File: src/rtl/hss_pkg.sv
// Shared types and constants for the half-step stepper sequencer.
// No dependencies; used by every module of the block.
`timescale 1ns / 1ps
`default_nettype none

package hss_pkg;

	localparam logic [2:0] OP_START = 3'd0;
	localparam logic [2:0] OP_TICK  = 3'd1;
	localparam logic [2:0] OP_ENC_A = 3'd2;
	localparam logic [2:0] OP_ENC_B = 3'd3;
	localparam logic [2:0] OP_CLEAR = 3'd4;

	localparam logic       DIR_CW   = 1'b0;
	localparam logic [3:0] PHASE_FIRST = 4'd1;
	localparam logic [3:0] PHASE_LAST  = 4'd8;
	localparam logic [15:0] STEPS_MAX  = 16'hFFFF;

	typedef struct packed {
		logic [2:0]  opcode;
		logic [15:0] step_count;
		logic        move_direction;
		logic        a_level;
	} cmd_word_t;

	typedef struct packed {
		logic [3:0]  coils;
		logic [3:0]  phase;
		logic        busy_res;
		logic [15:0] steps_remaining;
		logic        warning;
		logic [15:0] total_pulse_count;
		logic        move_done;
	} res_word_t;

	typedef struct packed {
		logic [3:0]  phase;
		logic [15:0] steps_left;
		logic [15:0] cycle_pulses;
		logic [15:0] total_pulses;
		logic        commanded_dir;
		logic        sensed_dir;
		logic        busy;
		logic [3:0]  coil;
	} seq_state_t;

	function automatic logic [3:0] coil_of(input logic [3:0] phase);
		logic [2:0] idx;
		logic [3:0] pat;
		idx = 3'(phase - 4'd1);
		unique case (idx)
			3'd0: pat = 4'h1;
			3'd1: pat = 4'h3;
			3'd2: pat = 4'h2;
			3'd3: pat = 4'h6;
			3'd4: pat = 4'h4;
			3'd5: pat = 4'hC;
			3'd6: pat = 4'h8;
			default: pat = 4'h9;
		endcase
		return pat;
	endfunction

endpackage

`default_nettype wire

File: src/rtl/hss_step.sv
// Next-state and result logic for one command word.
// Depends on hss_pkg.
`timescale 1ns / 1ps
`default_nettype none

module hss_step (
	input  wire hss_pkg::seq_state_t st,
	input  wire hss_pkg::cmd_word_t  cmd,
	output hss_pkg::seq_state_t      nx,
	output hss_pkg::res_word_t       res
);

	logic warn;
	logic done;
	logic abort;
	logic do_even;

	always_comb begin
		nx      = st;
		warn    = 1'b0;
		done    = 1'b0;
		abort   = 1'b0;
		do_even = 1'b0;
		unique case (cmd.opcode)
			hss_pkg::OP_START: begin
				nx.steps_left    = cmd.step_count;
				nx.commanded_dir = cmd.move_direction;
				nx.sensed_dir    = cmd.move_direction;
				nx.busy          = 1'b1;
				if (cmd.step_count == 16'd0) begin
					nx.busy = 1'b0;
					done    = 1'b1;
				end
			end
			hss_pkg::OP_TICK: begin
				if (st.busy) begin
					nx.coil = hss_pkg::coil_of(st.phase);
					if (st.commanded_dir == hss_pkg::DIR_CW) begin
						if (st.phase == hss_pkg::PHASE_LAST) begin
							nx.phase = hss_pkg::PHASE_FIRST;
							if (st.cycle_pulses == 16'd0) begin
								if (nx.steps_left != hss_pkg::STEPS_MAX)
									nx.steps_left = nx.steps_left + 16'd1;
								nx.coil  = hss_pkg::coil_of(hss_pkg::PHASE_FIRST);
								nx.phase = 4'd2;
							end else begin
								if (nx.steps_left != 16'd0)
									nx.steps_left = nx.steps_left - 16'd1;
								nx.cycle_pulses = 16'd0;
							end
						end else if (!st.phase[0]) begin
							do_even = 1'b1;
						end else begin
							nx.phase = st.phase + 4'd1;
						end
					end else begin
						if (st.phase == hss_pkg::PHASE_FIRST) begin
							nx.phase = hss_pkg::PHASE_LAST;
							if (st.cycle_pulses == 16'd0) begin
								if (nx.steps_left != hss_pkg::STEPS_MAX)
									nx.steps_left = nx.steps_left + 16'd1;
								nx.coil = hss_pkg::coil_of(hss_pkg::PHASE_LAST);
								do_even = 1'b1;
							end else begin
								nx.cycle_pulses = 16'd0;
							end
						end else if (!st.phase[0]) begin
							do_even = 1'b1;
						end else begin
							nx.phase = st.phase - 4'd1;
						end
					end
					if (do_even) begin
						if (st.commanded_dir == hss_pkg::DIR_CW)
							nx.phase = nx.phase + 4'd1;
						else
							nx.phase = nx.phase - 4'd1;
						if (nx.steps_left != 16'd0)
							nx.steps_left = nx.steps_left - 16'd1;
						if (st.sensed_dir != st.commanded_dir) begin
							abort = 1'b1;
							if (st.commanded_dir == hss_pkg::DIR_CW)
								nx.phase = (nx.phase <= 4'd2) ? nx.phase + 4'd6
									: nx.phase - 4'd2;
							else
								nx.phase = (nx.phase >= 4'd7) ? nx.phase - 4'd6
									: nx.phase + 4'd2;
						end
					end
					if (abort) begin
						nx.busy = 1'b0;
						warn    = 1'b1;
						done    = 1'b1;
					end else if (nx.steps_left == 16'd0) begin
						nx.busy = 1'b0;
						done    = 1'b1;
					end
				end
			end
			hss_pkg::OP_ENC_A: begin
				nx.cycle_pulses = st.cycle_pulses + 16'd1;
				nx.total_pulses = st.total_pulses + 16'd1;
			end
			hss_pkg::OP_ENC_B: begin
				nx.sensed_dir = ~cmd.a_level;
			end
			hss_pkg::OP_CLEAR: begin
				nx.total_pulses = 16'd0;
			end
			default: begin
			end
		endcase
	end

	always_comb begin
		res.coils             = nx.coil;
		res.phase             = nx.phase;
		res.busy_res          = nx.busy;
		res.steps_remaining   = nx.steps_left;
		res.warning           = warn;
		res.total_pulse_count = nx.total_pulses;
		res.move_done         = done;
	end

endmodule

`default_nettype wire

File: src/rtl/half_step_stepper_sequencer_top.sv
// A command word is registered in the input stage, then in the result register.
// One word per cycle when not stalled; state updates as words leave the input stage.
// The input stage advances whenever the result register is empty or being taken.
// Reset: phase 1, coils off, counts zero, idle; both stages empty.
// Holds the input stage, sequencer state and result register; uses hss_pkg, hss_step.
`timescale 1ns / 1ps
`default_nettype none

module half_step_stepper_sequencer_top (
	input  wire                    clk,
	input  wire                    arst_n,
	input  wire                    cmd_valid,
	output logic                   cmd_ready,
	input  wire hss_pkg::cmd_word_t cmd,
	output logic                   res_valid,
	input  wire                    res_ready,
	output hss_pkg::res_word_t     res
);

	hss_pkg::cmd_word_t  cmd_s1;
	logic                cmd_valid_s1;
	hss_pkg::seq_state_t st_q;
	hss_pkg::seq_state_t st_nx;
	hss_pkg::res_word_t  res_nx;
	hss_pkg::res_word_t  res_q;
	logic                res_valid_q;
	logic                adv;

	assign adv       = cmd_valid_s1 && (!res_valid_q || res_ready);
	assign cmd_ready = !cmd_valid_s1 || adv;
	assign res_valid = res_valid_q;
	assign res       = res_q;

	hss_step u_step (
		.st  (st_q),
		.cmd (cmd_s1),
		.nx  (st_nx),
		.res (res_nx)
	);

	always_ff @(posedge clk or negedge arst_n) begin
		if (!arst_n) begin
			cmd_valid_s1 <= 1'b0;
		end else if (cmd_ready) begin
			cmd_valid_s1 <= cmd_valid;
		end
	end

	always_ff @(posedge clk) begin
		if (cmd_ready && cmd_valid)
			cmd_s1 <= cmd;
	end

	always_ff @(posedge clk or negedge arst_n) begin
		if (!arst_n) begin
			st_q.phase         <= hss_pkg::PHASE_FIRST;
			st_q.steps_left    <= 16'd0;
			st_q.cycle_pulses  <= 16'd0;
			st_q.total_pulses  <= 16'd0;
			st_q.commanded_dir <= 1'b0;
			st_q.sensed_dir    <= 1'b0;
			st_q.busy          <= 1'b0;
			st_q.coil          <= 4'd0;
			res_valid_q        <= 1'b0;
		end else begin
			if (adv)
				st_q <= st_nx;
			if (adv)
				res_valid_q <= 1'b1;
			else if (res_ready)
				res_valid_q <= 1'b0;
		end
	end

	always_ff @(posedge clk) begin
		if (adv)
			res_q <= res_nx;
	end

endmodule

`default_nettype wire

File: config.mk
export PLATFORM = sky130hd
export DESIGN_NAME = half_step_stepper_sequencer_top
export DESIGN_NICKNAME = d
export VERILOG_FILES = /design/src/rtl/hss_pkg.sv /design/src/rtl/hss_step.sv /design/src/rtl/half_step_stepper_sequencer_top.sv
export SDC_FILE = /design/constraint.sdc
export NUM_CORES = 1
export LEC_CHECK = 0
export BUFFER_PORTS_ARGS = -buffer_cell sky130_fd_sc_hd__buf_2
export CORE_ASPECT_RATIO = 2
export CORE_MARGIN = 2
export CORE_UTILIZATION = 45
export CTS_CLUSTER_SIZE = 20
export DETAILED_ROUTE_END_ITERATION = 10
export PLACE_DENSITY = 0.71
export SYNTH_ARGS = -nofsm -noshare
export SYNTH_HDL_FRONTEND = slang
export SYNTH_SLANG_ARGS = --single-unit
File: constraint.sdc
create_clock -name clk -period 3.8 [get_ports clk]
set_input_delay 0.19 -clock clk [delete_from_list [all_inputs] [get_ports clk]]
set_output_delay 0.19 -clock clk [all_outputs]
set_load 0.1 [all_outputs]
* After elaboration in Yosys (flattened, before gate mapping)
Cells that the tools add are included.
Cells by class: $lt $le $gt $ge 2, mux-type cells 64, add/sub/neg operators 13, bitwise operators 1, reduce and logical (&&, ||, !) cells 20, eq/ne operators 17
Operators with widths (number):
- $mux W36 | 4
- $mux W16 | 6
- $pmux W16 S2 | 3
- $mux W4 | 19
- $mux W32 | 2
- $mux W20 | 3
- $add A16 B1 Y16 const B | 3
- $logic_not A16 Y1 | 3
- $reduce_bool A16 Y1 | 2
- $sub A16 B1 Y16 const B | 2
- $pmux W4 S7 | 1
- $mux W1 | 21
- $ne A16 B16 Y1 const B | 1
- $eq A3 B2 Y1 const B | 4
- $eq A3 B3 Y1 const B | 4
- $add A4 B1 Y4 const B | 2
- $sub A4 B1 Y4 const B | 2
- $eq A3 B1 Y1 const B | 2
- $logic_not A3 Y1 | 2
- $ne A3 B2 Y1 const B | 2
- $pmux W1 S2 | 3
- $reduce_and A2 Y1 | 3
- $reduce_bool A2 Y1 | 3
- $mux W5 | 1
- other kinds (16) | 19
Word-level totals: flip-flop bits (word level) 125, bits of input ports 25, logic and storage cells 138, output and inout bits 45

* Logic depth before layout (Yosys ltp)
Gate-level depths: netlist (run 1).
word-level depth 24, depth in mapped cells 22, gate-level depth less buffers 21

* Modules after synthesis
From an unflattened synthesis (run 1), not the netlist that was laid out.
Unflattened totals: cells, all modules 853, area total of the unflattened synthesis 8453.1 µm²
By module, submodules not included:
- half_step_stepper_sequencer_top | sequential area each 3449.6 µm², area each 4458.0 µm², cells each 197, times used 1
- hss_step | sequential area each 0.0 µm², area each 3995.1 µm², cells each 656, times used 1

* Worst setup path before layout (run 1)
Ideal clock, no wire load.
path type reg-to-reg, start reg st_q[55] (netlist bit), end reg res_q (netlist bit res[34]), data pin, arrival 3.774 ns, stages on the path, launching flop included 17, buffers on the path 2, clock period less this slack 4.027 ns, library setup time 0.254 ns, data required time 3.546 ns, setup slack -0.227 ns, cell sequence dfstp_2 -> clkbuf_1 -> inv_1 -> ha_1 -> nor4bb_1 -> buf_2 -> a21oi_2 -> nor2_1 -> a31o_2 -> a221oi_2 -> nand4b_1 -> a2111oi_4 -> nand3_1 -> xor2_1 -> nor3_2 -> a21oi_1 -> a21o_1
RTL lines:
- from (decl) | line half_step_stepper_sequencer_top.sv:22 | hss_pkg::seq_state_t st_q;
- from (signal assigned) | line half_step_stepper_sequencer_top.sv:67 | st_q <= st_nx;
- to (signal assigned) | line half_step_stepper_sequencer_top.sv:77 | res_q <= res_nx;
- to (decl) | line half_step_stepper_sequencer_top.sv:25 | hss_pkg::res_word_t res_q;

==> flow_summary.ini, run 1 <==
[sta]
setup_tns_ns = -0.0987
clock_skew_ns = 0.00930
fin_crit_ns = 3.87
rsz0062_at_grt = yes
setup_ws_ns = -0.0677
holdWs_ns = 0.0624
worstMarginPinSlew_ns = 0.967
slew_headroom = 0.356
setup_viol = 3
slew_violations = 0
fin_crit_sh = 1.02
fmax_mhz = 259
hold_viol = 0

[place]
place.gp.congestion = 1.05
dp.cells = 1236
place_area_um2 = 9450
dp_hpwl_um = 20300
port_buffers = 69

[final_layout]
diodes = 0
postLayoutCoreUtil = 0.631
fillCellCount = 1414
fin_area_um2 = 10900
fin_cells = 1324
register_area_um2 = 3450
area_delta_synth_final_pct = 36.7
multi_input_area_um2 = 4580
nets = 1146
drive_gt1_frac = 0.338

[logic_synthesis]
postSynthCellCount = 871
syn_area_um2 = 7980
synthMuxAreaShare = 0.0245
synthXorXnorAreaFrac = 0.0307
synth_fp_nets = 916
synthArstFlopShare = 0.488
synth.most_common_cell = nand2_1
synth_area_leaders = edfxtp_1 24%, dfrtp_1 19%, nand2_1 6.2%
post-synth-top-area-cell = edfxtp_1
synth-seq-cells = 125
postSynthAreaPerCell_um2 = 9.16
ys_warn_count = 0
synth_compound_area_frac = 0.197
synth_cell_types = 89
synthAdderAreaFrac = 0.0314
synth_edf_count = 64
synth_top_family_by_area = simple AND/OR/NAND/NOR gates
synthTopCellsByCount = 131 x nand2_1, 66 x nor2_1, 64 x edfxtp_1
synth_top_area_frac = 0.241
yosys_most_used_dff = edfxtp_1
yosysSeqAreaShare = 0.433
yosys.area_share.simple = 0.243

[routing]
initialDrtViolationCount = 598
drt_first_pass_iters = 5
detail-route-antenna-nets = 0
avgRoutedWirePerCell_um = 21.4
drc = 0
vias_per_cell = 6.13
dr_total_vias = 8112
drt-total-wl_um = 28300

[status]
outcome = finished with violations
violations = negative setup slack

[cts]
numCtsBuffers = 17
cts_root_buffer = clkbuf_16
clk_latency_ns = 0.43
cts_sinks = 125
tritoncts = yes
clock_path_buffers = 2
clk_pin_slew_worst_paths_ns = 0.06
htree_levels = 4

[power_and_ir_drop]
power_density_nw_per_um2 = 817
ir_drop_uv = 492
p_leak_uw = 0.00459

[min_path]
hp-start = res_ready
whs_endpoint = res_valid$_DFFE_PN0P_
whs_path_depth = 3
min_path_type = in2reg

[setup_path]
crit_fanout = 8
start_kind = flip-flop
rrSetupSlack_ns = -0.07
crit_buf_inv = 4
crit_family = simple AND/OR/NAND/NOR gates
critPathKind = reg2reg
rr_startpoint = st_q[24]$_DFFE_PN0P_
cp.required_ns = 3.99
slowest_delay_ns = 0.42
cp-end-kind = flip-flop
slowest_stage = nor4b_4
rr_endpoint = res[34]$_DFFE_PP_
crit_arrival_ns = 4.06
reg2regPathDepth = 16
crit_chain = inv_2 > ha_4 > nor4b_4 > buf_4 > nand4_4 > buf_6 > nor4_4 > mux2i_1 > o221ai_2 > nor4b_4 > nand4_4 > buf_6 > o22a_1 > nor3_2 > a21oi_2 > a21o_1

[grt]
grtUsageTotal = 0.294
grt_pass1_vias = 8082
antenna_found_initial = 0
grt_overflow = 0
grt_max_degree = 50
grt_pass1_wl_um = 42200

[run]
max_cap_violations = 0

[floorplanning]
rows = 68
die-area_um2 = 18900
die_h_um = 192
ios = 70
coreArea_um2 = 17300
dieWidth_um = 98.1
start_util = 0.462
-- metrics by stage --
stage / setup WS [ns] / total power [uW]
2_1_floorplan: 0.0101 / 4830
3_3_place_gp: -0.103 / 6440
3_5_place_dp: -0.0897 / 6470
4_1_cts: 0.000252 / 8280
5_1_grt: -0.266 / 9320
6_report: -0.0677 / 8910
-- report_power, final --
part	internal [uW]	total (uW)	switching (uW)
Combinational	2160	5280	3120
Sequential	1730	1960	230
Clock	1060	1670	614
-- layout by cell type, fill, tap and decap left out, drive strengths merged, types with 8 or more instances in the layout --
cell,n
buf,240
nand2,132
o21ai,67
nor2,66
edfxtp,64
dfrtp,60
a21oi,54
nand3,40
inv,26
nor3,25
dlygate4sd3,23
clkbuf,20
ha,20
nand4,19
xnor2,18
a31oi,16
nor4,15
mux2,12
a22oi,12
a211oi,11
or3,10
xor2,10
and3,9
and4,9
nand2b,8
a21o,8
a22o,8
-- flip-flops by register name (all words and copies together), names as in the netlist --
name,flops
cmd_valid_s1,1
cmd_s1,21
res,43
st_q,59
res_valid,1
-- logic make-up (layout without fill, tap and decap cells) --
kind of cell	after synthesis	in the layout
and+or+nand+nor	367	368
AOI/OAI and AO/OA	235	235
DFF	125	125
buffers and inverters	78	320
xor gates and xnor gates	28	28
adders and majority gates	20	20
muxes	18	18
-- worst max path at each step --
stage                    startpoint                 to  slack [ns]  cells after the start
2_1_floorplan  st_q[23]$_DFFE_PN0P_  res[34]$_DFFE_PP_        0.01                     18
6_report       st_q[24]$_DFFE_PN0P_  res[34]$_DFFE_PP_       -0.07                     16
5_1_grt        st_q[24]$_DFFE_PN0P_  res[34]$_DFFE_PP_       -0.27                     16
3_3_place_gp   st_q[39]$_DFFE_PN0P_  res[34]$_DFFE_PP_       -0.10                     17
4_1_cts        st_q[23]$_DFFE_PN0P_  res[34]$_DFFE_PP_      0.0003                     18
3_5_place_dp   st_q[33]$_DFFE_PN0P_  res[34]$_DFFE_PP_       -0.09                     16
-- worst min-delay path, delay by kind of cell --
kind | cells | cell delay, ns
buffers and inverters | 1 | 0.08
and+or+nand+nor | 2 | 0.18
-- layout make-up --
class / instances / area share
multi-input cells: 669 / 0.421
flip-flops and latches: 125 / 0.317
repair buffers: 263 / 0.175
clock buffers: 20 / 0.0419
well taps: 210 / 0.0241
clock inverters: 12 / 0.0131
inverters: 25 / 0.00861
-- metal layers --
layer,vias to the layer above,routed length [um],GRT usage,part of all wire
li1,3691,-,-,-
met1,3824,9420,0.283,0.33
met2,408,14700,0.534,0.52
met3,189,1330,0.0493,0.047
met4,0,2830,0.253,0.10
met5,-,0,0,0
-- repair_timing --
item                                    4_1_cts  5_1_grt
setup buffers                                 7       25
endpoints found under the setup margin        8       35
hold buffers                                 23        0
gates cloned                                  1        0
gates resized for setup                      11       83
pin swaps                                     6       37
endpoints found under the hold margin        60        0
Power figures use the tool's default switching activity.
==> run 2: changes to the inputs <==
--- a/config.mk
+++ b/config.mk
@@ -10,6 +10,6 @@
 export CORE_MARGIN = 2
-export CORE_UTILIZATION = 45
+export CORE_UTILIZATION = 30
 export CTS_CLUSTER_SIZE = 20
 export DETAILED_ROUTE_END_ITERATION = 10
-export PLACE_DENSITY = 0.71
+export PLACE_DENSITY = 0.53
 export SYNTH_ARGS = -nofsm -noshare
==> constraint.sdc (replaced) <==
create_clock -name clk -period 3.8 [get_ports clk]
set_input_delay 0.38 -clock clk [delete_from_list [all_inputs] [get_ports clk]]
set_output_delay 0.38 -clock clk [all_outputs]
set_load 0.1 [all_outputs]
==> run 2 against run 1 <==
Effect of this change: the flow still finishes with violations (negative setup slack); register-to-register slack gained 0.05 ns; first-iteration DRC count shrank 24%; worst setup slack gained 0.045 ns; largest cell class unchanged; core utilization shrank 20 points; maximum frequency grew 1.2%; combinational power grew 8.7%; critical path type unchanged.
==> flow_summary.ini, run 2 (synthesized netlist as in run 1, its figures left out) <==
[setup_path]
crit_fanout = 7
critPathKind = reg2reg
cp.required_ns = 3.99
crit_arrival_ns = 4.01
cp-startpoint = st_q[44]$_DFFE_PN0P_
cp-end-kind = flip-flop
rr_startpoint = st_q[44]$_DFFE_PN0P_
start_kind = flip-flop

[grt]
top_usage_layer = met2
grt_pass1_vias = 7971
grtUsageTotal = 0.217
antenna_found_initial = 0
grt_max_degree = 62
use_met3 = 0.0254
grt_overflow = 0
grt_pass1_wl_um = 45200
met1_usage = 0.211
use_met2 = 0.416

[final_layout]
fillCellCount = 2542
nets = 1177
fin_area_um2 = 11400
regMostFlops = st_q
register_area_um2 = 3450
mostFrequentLayoutCells = 214 x buf_4, 127 x nand2_1, 69 x buf_2, 64 x edfxtp_1, 62 x nor2_1
area_delta_synth_final_pct = 42.4
final_common_cell = buf_4
fin_cells = 1489
drive_gt1_frac = 0.382
multi_input_area_um2 = 4660
largest_register_ffs = 59
postLayoutCoreUtil = 0.434
diodes = 0

[place]
dp_hpwl_um = 23200
place.gp.congestion = 0.932
dp.cells = 1420
port_buffers = 69
place_area_um2 = 9990
pre_cts_slack_ns = -0.363

[power_and_ir_drop]
pwr-share-comb = 0.610
ir_drop_uv = 461
p_int_uw = 5240
seqPwrFrac = 0.211
p_switching_uw = 4160
p_leak_uw = 0.00480
power_density_nw_per_um2 = 828
pwr-share-clk = 0.179
swShare = 0.443

[sta]
setup_ws_ns = -0.0224
setup_tns_ns = -0.0428
fin_crit_ns = 3.82
fmax_mhz = 262
rsz0062_at_grt = yes
fin_crit_sh = 1.01
hold_viol = 0
worstMarginPinSlew_ns = 1.04
setup_viol = 3
slew_headroom = 0.305
slew_violations = 0
clock_skew_ns = 0.0145

[floorplanning]
rows = 84
ios = 70
die-area_um2 = 28000
dieWidth_um = 119
start_util = 0.305
coreArea_um2 = 26200
die_h_um = 235

[cts]
cts_root_buffer = clkbuf_16
clk_pin_slew_worst_paths_ns = 0.06
cts_sinks = 125
numCtsBuffers = 17
htree_levels = 4
cts_hold_buf = 0
clock_path_buffers = 2
tritoncts = yes
clk_latency_ns = 0.44

[routing]
drc = 0
vias_per_cell = 5.31
dr_total_vias = 7911
avgRoutedWirePerCell_um = 20.4
drt_first_pass_iters = 5
drt-total-wl_um = 30400
detail-route-antenna-nets = 0
initialDrtViolationCount = 455

[status]
violations = negative setup slack
outcome = finished with violations

[min_path]
min_path_type = in2reg
hp-start = cmd[3]

[run]
max_cap_violations = 0
==> run 2: cell types whose count changed in the layout (fill, tap and decap cells not counted), moves of 3 or more <==
cell / delta
clkinv_4: +3
buf_4: +52
xor2_2: -3
dlygate4sd3_1: -23
==> run 2: critical path, cell delays in order, from the launching register on <==
cell,delay (ns)
dfrtp_1,0.57
buf_4,0.22
and3_1,0.25
and2_1,0.27
nand4_1,0.18
and3_1,0.22
a21oi_1,0.35
nor3b_2,0.25
buf_4,0.16
nand4_4,0.21
nand2_2,0.13
xor2_1,0.12
a222oi_1,0.39
buf_4,0.21
inv_1,0.04
==> run 2: worst paths after layout <==
kind                                   endpoint  slack, ns  cells past startpoint
min                         cmd_s1[3]$_DFFE_PP_       0.11                      1
min in group asynchronous  st_q[58]$_DFFE_PN0P_       0.14                      2
min reg2reg                 st_q[0]$_DFFE_PN0P_       0.47                      2
max                           res[22]$_DFFE_PP_      -0.02                     14
max in group asynchronous  st_q[43]$_DFFE_PN0P_       3.03                      2
max reg2reg                   res[22]$_DFFE_PP_      -0.02                     14
==> run 2: stage by stage <==
stage                     hold slack (ns)  power, uW
after detailed placement            0.462       6860
after floorplan                    0.0844       4830
final                               0.115       9410
after CTS                          0.0990       8810
after global routing                0.109       9900
after global placement              0.457       6860
==> run 2: timing repair <==
item / CTS / global route
setup endpoints to repair: 35 / 38
buffers inserted: 15 / 23
resized for setup: 28 / 83
pin swaps: 15 / 52
==> run 2: final cells by class <==
cell class	instances	area share
multi-input cells	668	0.410
flip-flops and latches	125	0.304
repair buffers	295	0.187
clock buffers	19	0.0381
well taps	344	0.0379
clock inverters	13	0.0145
inverters	25	0.00837
==> run 2: power by group through the flow <==
| stage | clock network (uW) | registers [uW] | logic [uW] |
|---|---|---|---|
| 3_3_place_gp | 0 | 1990 | 4870 |
| 5_1_grt | 1760 | 2010 | 6130 |
| 6_report | 1680 | 1980 | 5740 |
| 2_1_floorplan | 0 | 2460 | 2370 |
| 4_1_cts | 1710 | 1980 | 5120 |
| 3_5_place_dp | 0 | 2000 | 4860 |
==> run 2: per-layer routing <==
metal	vias up	wire, um	share of wire
met5	-	0	0
met4	0	2220	0.073
met3	111	911	0.030
met2	224	16600	0.55
met1	3824	10600	0.35
li1	3752	-	-
==> run 3: changes to the inputs <==
SYNTH_HIERARCHICAL = 1   (was default)
==> run 3 against run 2 <==
Effect of this change: the run still ends with negative setup slack left; clock skew fell by 0.0045 ns; sequential share of layout area about the same; largest cell class unchanged; largest power group unchanged; critical path type unchanged; cell count fell by 5.5%; first-iteration DRC count increased by 26%.
==> flow_summary.ini, run 3 <==
[status]
outcome = finished with violations
violations = negative setup slack

[cts]
tritoncts = yes
htree_levels = 4
cts_sinks = 125
numCtsBuffers = 17
clk_pin_slew_worst_paths_ns = 0.06
clock_path_buffers = 2
cts_root_buffer = clkbuf_16
clk_latency_ns = 0.44

[final_layout]
area_delta_synth_final_pct = 34.4
mostFrequentLayoutCells = 168 x buf_4, 69 x buf_2, 64 x edfxtp_1, 61 x o21ai_0, 60 x dfrtp_1
fin_area_um2 = 11400
drive_gt1_frac = 0.445
final_common_cell = buf_4
nets = 1083
diodes = 0
fin_cells = 1407
regMostFlops = st_q
largest_register_ffs = 59

[logic_synthesis]
yosys.area_share.simple = 0.176
postSynthCellCount = 853
ys_warn_count = 6
yosysSeqAreaShare = 0.408
synthXorXnorAreaFrac = 0.0269
synth_edf_count = 64
synth_area_leaders = edfxtp_1 23%, dfrtp_1 18%, mux2_4 10%
synthTopCellsByCount = 79 x o21ai_0, 64 x edfxtp_1, 60 x dfrtp_1
synth-seq-cells = 125
syn_area_um2 = 8450
postSynthAreaPerCell_um2 = 9.91
synth_top_family_by_area = simple AND/OR/NAND/NOR gates
synthArstFlopShare = 0.488
synth_fp_nets = 898
yosys_most_used_dff = edfxtp_1
synth_compound_area_frac = 0.172
synth.most_common_cell = o21ai_0
synthAdderAreaFrac = 0.0296
synthMuxAreaShare = 0.110
post-synth-top-area-cell = edfxtp_1
synth_cell_types = 74
synth_top_area_frac = 0.227

[place]
dp.cells = 1342
place_area_um2 = 9960
dp_hpwl_um = 19200
place.gp.congestion = 0.930
port_buffers = 69

[routing]
top_layer = met4
initialDrtViolationCount = 573
wl_met1_um = 12200
routed-wl-met3_um = 1170
drt-total-wl_um = 26500
drc = 0
dr_total_vias = 7439
wl_met2_um = 12300
drt_first_pass_iters = 5
avgRoutedWirePerCell_um = 18.8
vias_per_cell = 5.29
detail-route-antenna-nets = 0

[setup_path]
cp-end-kind = flip-flop
crit_fanout = 4
start_kind = flip-flop
cp.required_ns = 4.12
crit_arrival_ns = 4.32
critPathKind = reg2reg

[floorplanning]
die-area_um2 = 29600
start_util = 0.302
rows = 87
coreArea_um2 = 28000
ios = 70
die_h_um = 241
dieWidth_um = 123

[sta]
slew_violations = 0
clock_skew_ns = 0.0101
fmax_mhz = 250
rsz0062_at_grt = yes
holdWs_ns = 0.119
slew_headroom = 0.309
hold_viol = 0
fin_crit_sh = 1.05
worstMarginPinSlew_ns = 1.04
setup_ws_ns = -0.195
setup_viol = 17
fin_crit_ns = 4.00

[power_and_ir_drop]
p_leak_uw = 0.00478
ir_drop_uv = 485
power_density_nw_per_um2 = 833

[grt]
antenna_found_initial = 0
grt_pass1_wl_um = 40900
grtUsageTotal = 0.181
grt_overflow = 0
grt_pass1_vias = 7349
grt_max_degree = 44

[run]
max_cap_violations = 0

[min_path]
min_path_type = in2reg
run 3: cell types whose count changed after synthesis, moves of 7 or more:
cell and delta:
buf_4 +41, buf_6 +7, mux2_2 -11, mux2_4 +59
nand2_1 -73, nand3_1 -8, nor2_1 -13, nor4_1 +9
o21ai_0 +20
run 3: path summary, 6_finish.rpt:
check | depth (start not counted) | from | to | slack [ns]
max in group asynchronous | 3 | arst_n | st_q[48]$_DFFE_PN0P_ | 2.45
min | 1 | cmd[18] | cmd_s1[18]$_DFFE_PP_ | 0.12
min in group asynchronous | 2 | arst_n | st_q[15]$_DFFE_PN0P_ | 0.51
min reg2reg | 1 | st_q[1]$_DFFE_PN0P_ | st_q[1]$_DFFE_PN0P_ | 0.51
max reg2reg | 14 | st_q[46]$_DFFE_PN0P_ | st_q[4]$_DFFE_PN0P_ | -0.20
max | 14 | st_q[46]$_DFFE_PN0P_ | st_q[4]$_DFFE_PN0P_ | -0.20
run 3: area by class of cell:
class | instances | area (um2)
Multi-Input combinational cell | 616 | 4950
Clock inverter | 9 | 72.6
Sequential cell | 125 | 3450
Clock buffer | 23 | 468
Inverter | 20 | 83.8
Timing Repair Buffer | 258 | 1890
Tap cell | 356 | 445
Fill cell | 2680 | 16600
run 3: stage by stage:
step	utilization	setup WS (ns)	power [uW]	TNS [ns]
after floorplan	-	-0.228	5200	-1.66
after global placement	0.356	-0.302	6940	-2.76
after detailed placement	0.356	-0.324	6960	-5.12
after CTS	0.381	-0.167	8710	-1.27
after global routing	0.406	-0.295	9970	-4.29
final	0.406	-0.195	9470	-1.20
run 3: per-layer routing:
| metal | track usage | up-vias |
|---|---|---|
| met1 | 0.248 | 3607 |
| met4 | 0.0704 | 0 |
| met2 | 0.283 | 242 |
| li1 | - | 3543 |
| met3 | 0.0325 | 47 |
| met5 | 0 | - |
run 3: critical path, stage by stage (launching register included):
cell and delay, ns:
dfrtp_1 0.37, or4_4 0.60, buf_6 0.16, o41ai_4 0.40, nor3_2 0.09, a2bb2o_4 0.23
o22ai_4 0.21, nand2_2 0.12, buf_4 0.15, buf_4 0.13, or4_4 0.55, nor4_4 0.20
and4bb_2 0.32, o31ai_4 0.08, mux2_4 0.28
run 3: report_power, final:
part | leakage [uW] | switching, uW | internal [uW]
registers | 0.00141 | 196 | 1740
clock network | 0.000272 | 603 | 923
logic | 0.00310 | 3390 | 2610
run 3: kinds of logic after synthesis:
logic type,count (synthesis)
AOI/OAI and AO/OA,231
buffers and inverters,112
DFF,125
and+or+nand+nor,276
xor gates and xnor gates,26
muxes,63
adders and majority gates,20
run 3: timing repair:
| action | in CTS | in global routing |
|---|---|---|
| setup buffers | 5 | 28 |
| hold buffers | 1 | 0 |
| setup endpoints to repair | 36 | 37 |
| hold endpoints to repair | 25 | 0 |
| pin swaps | 14 | 38 |
| resized for setup | 27 | 117 |
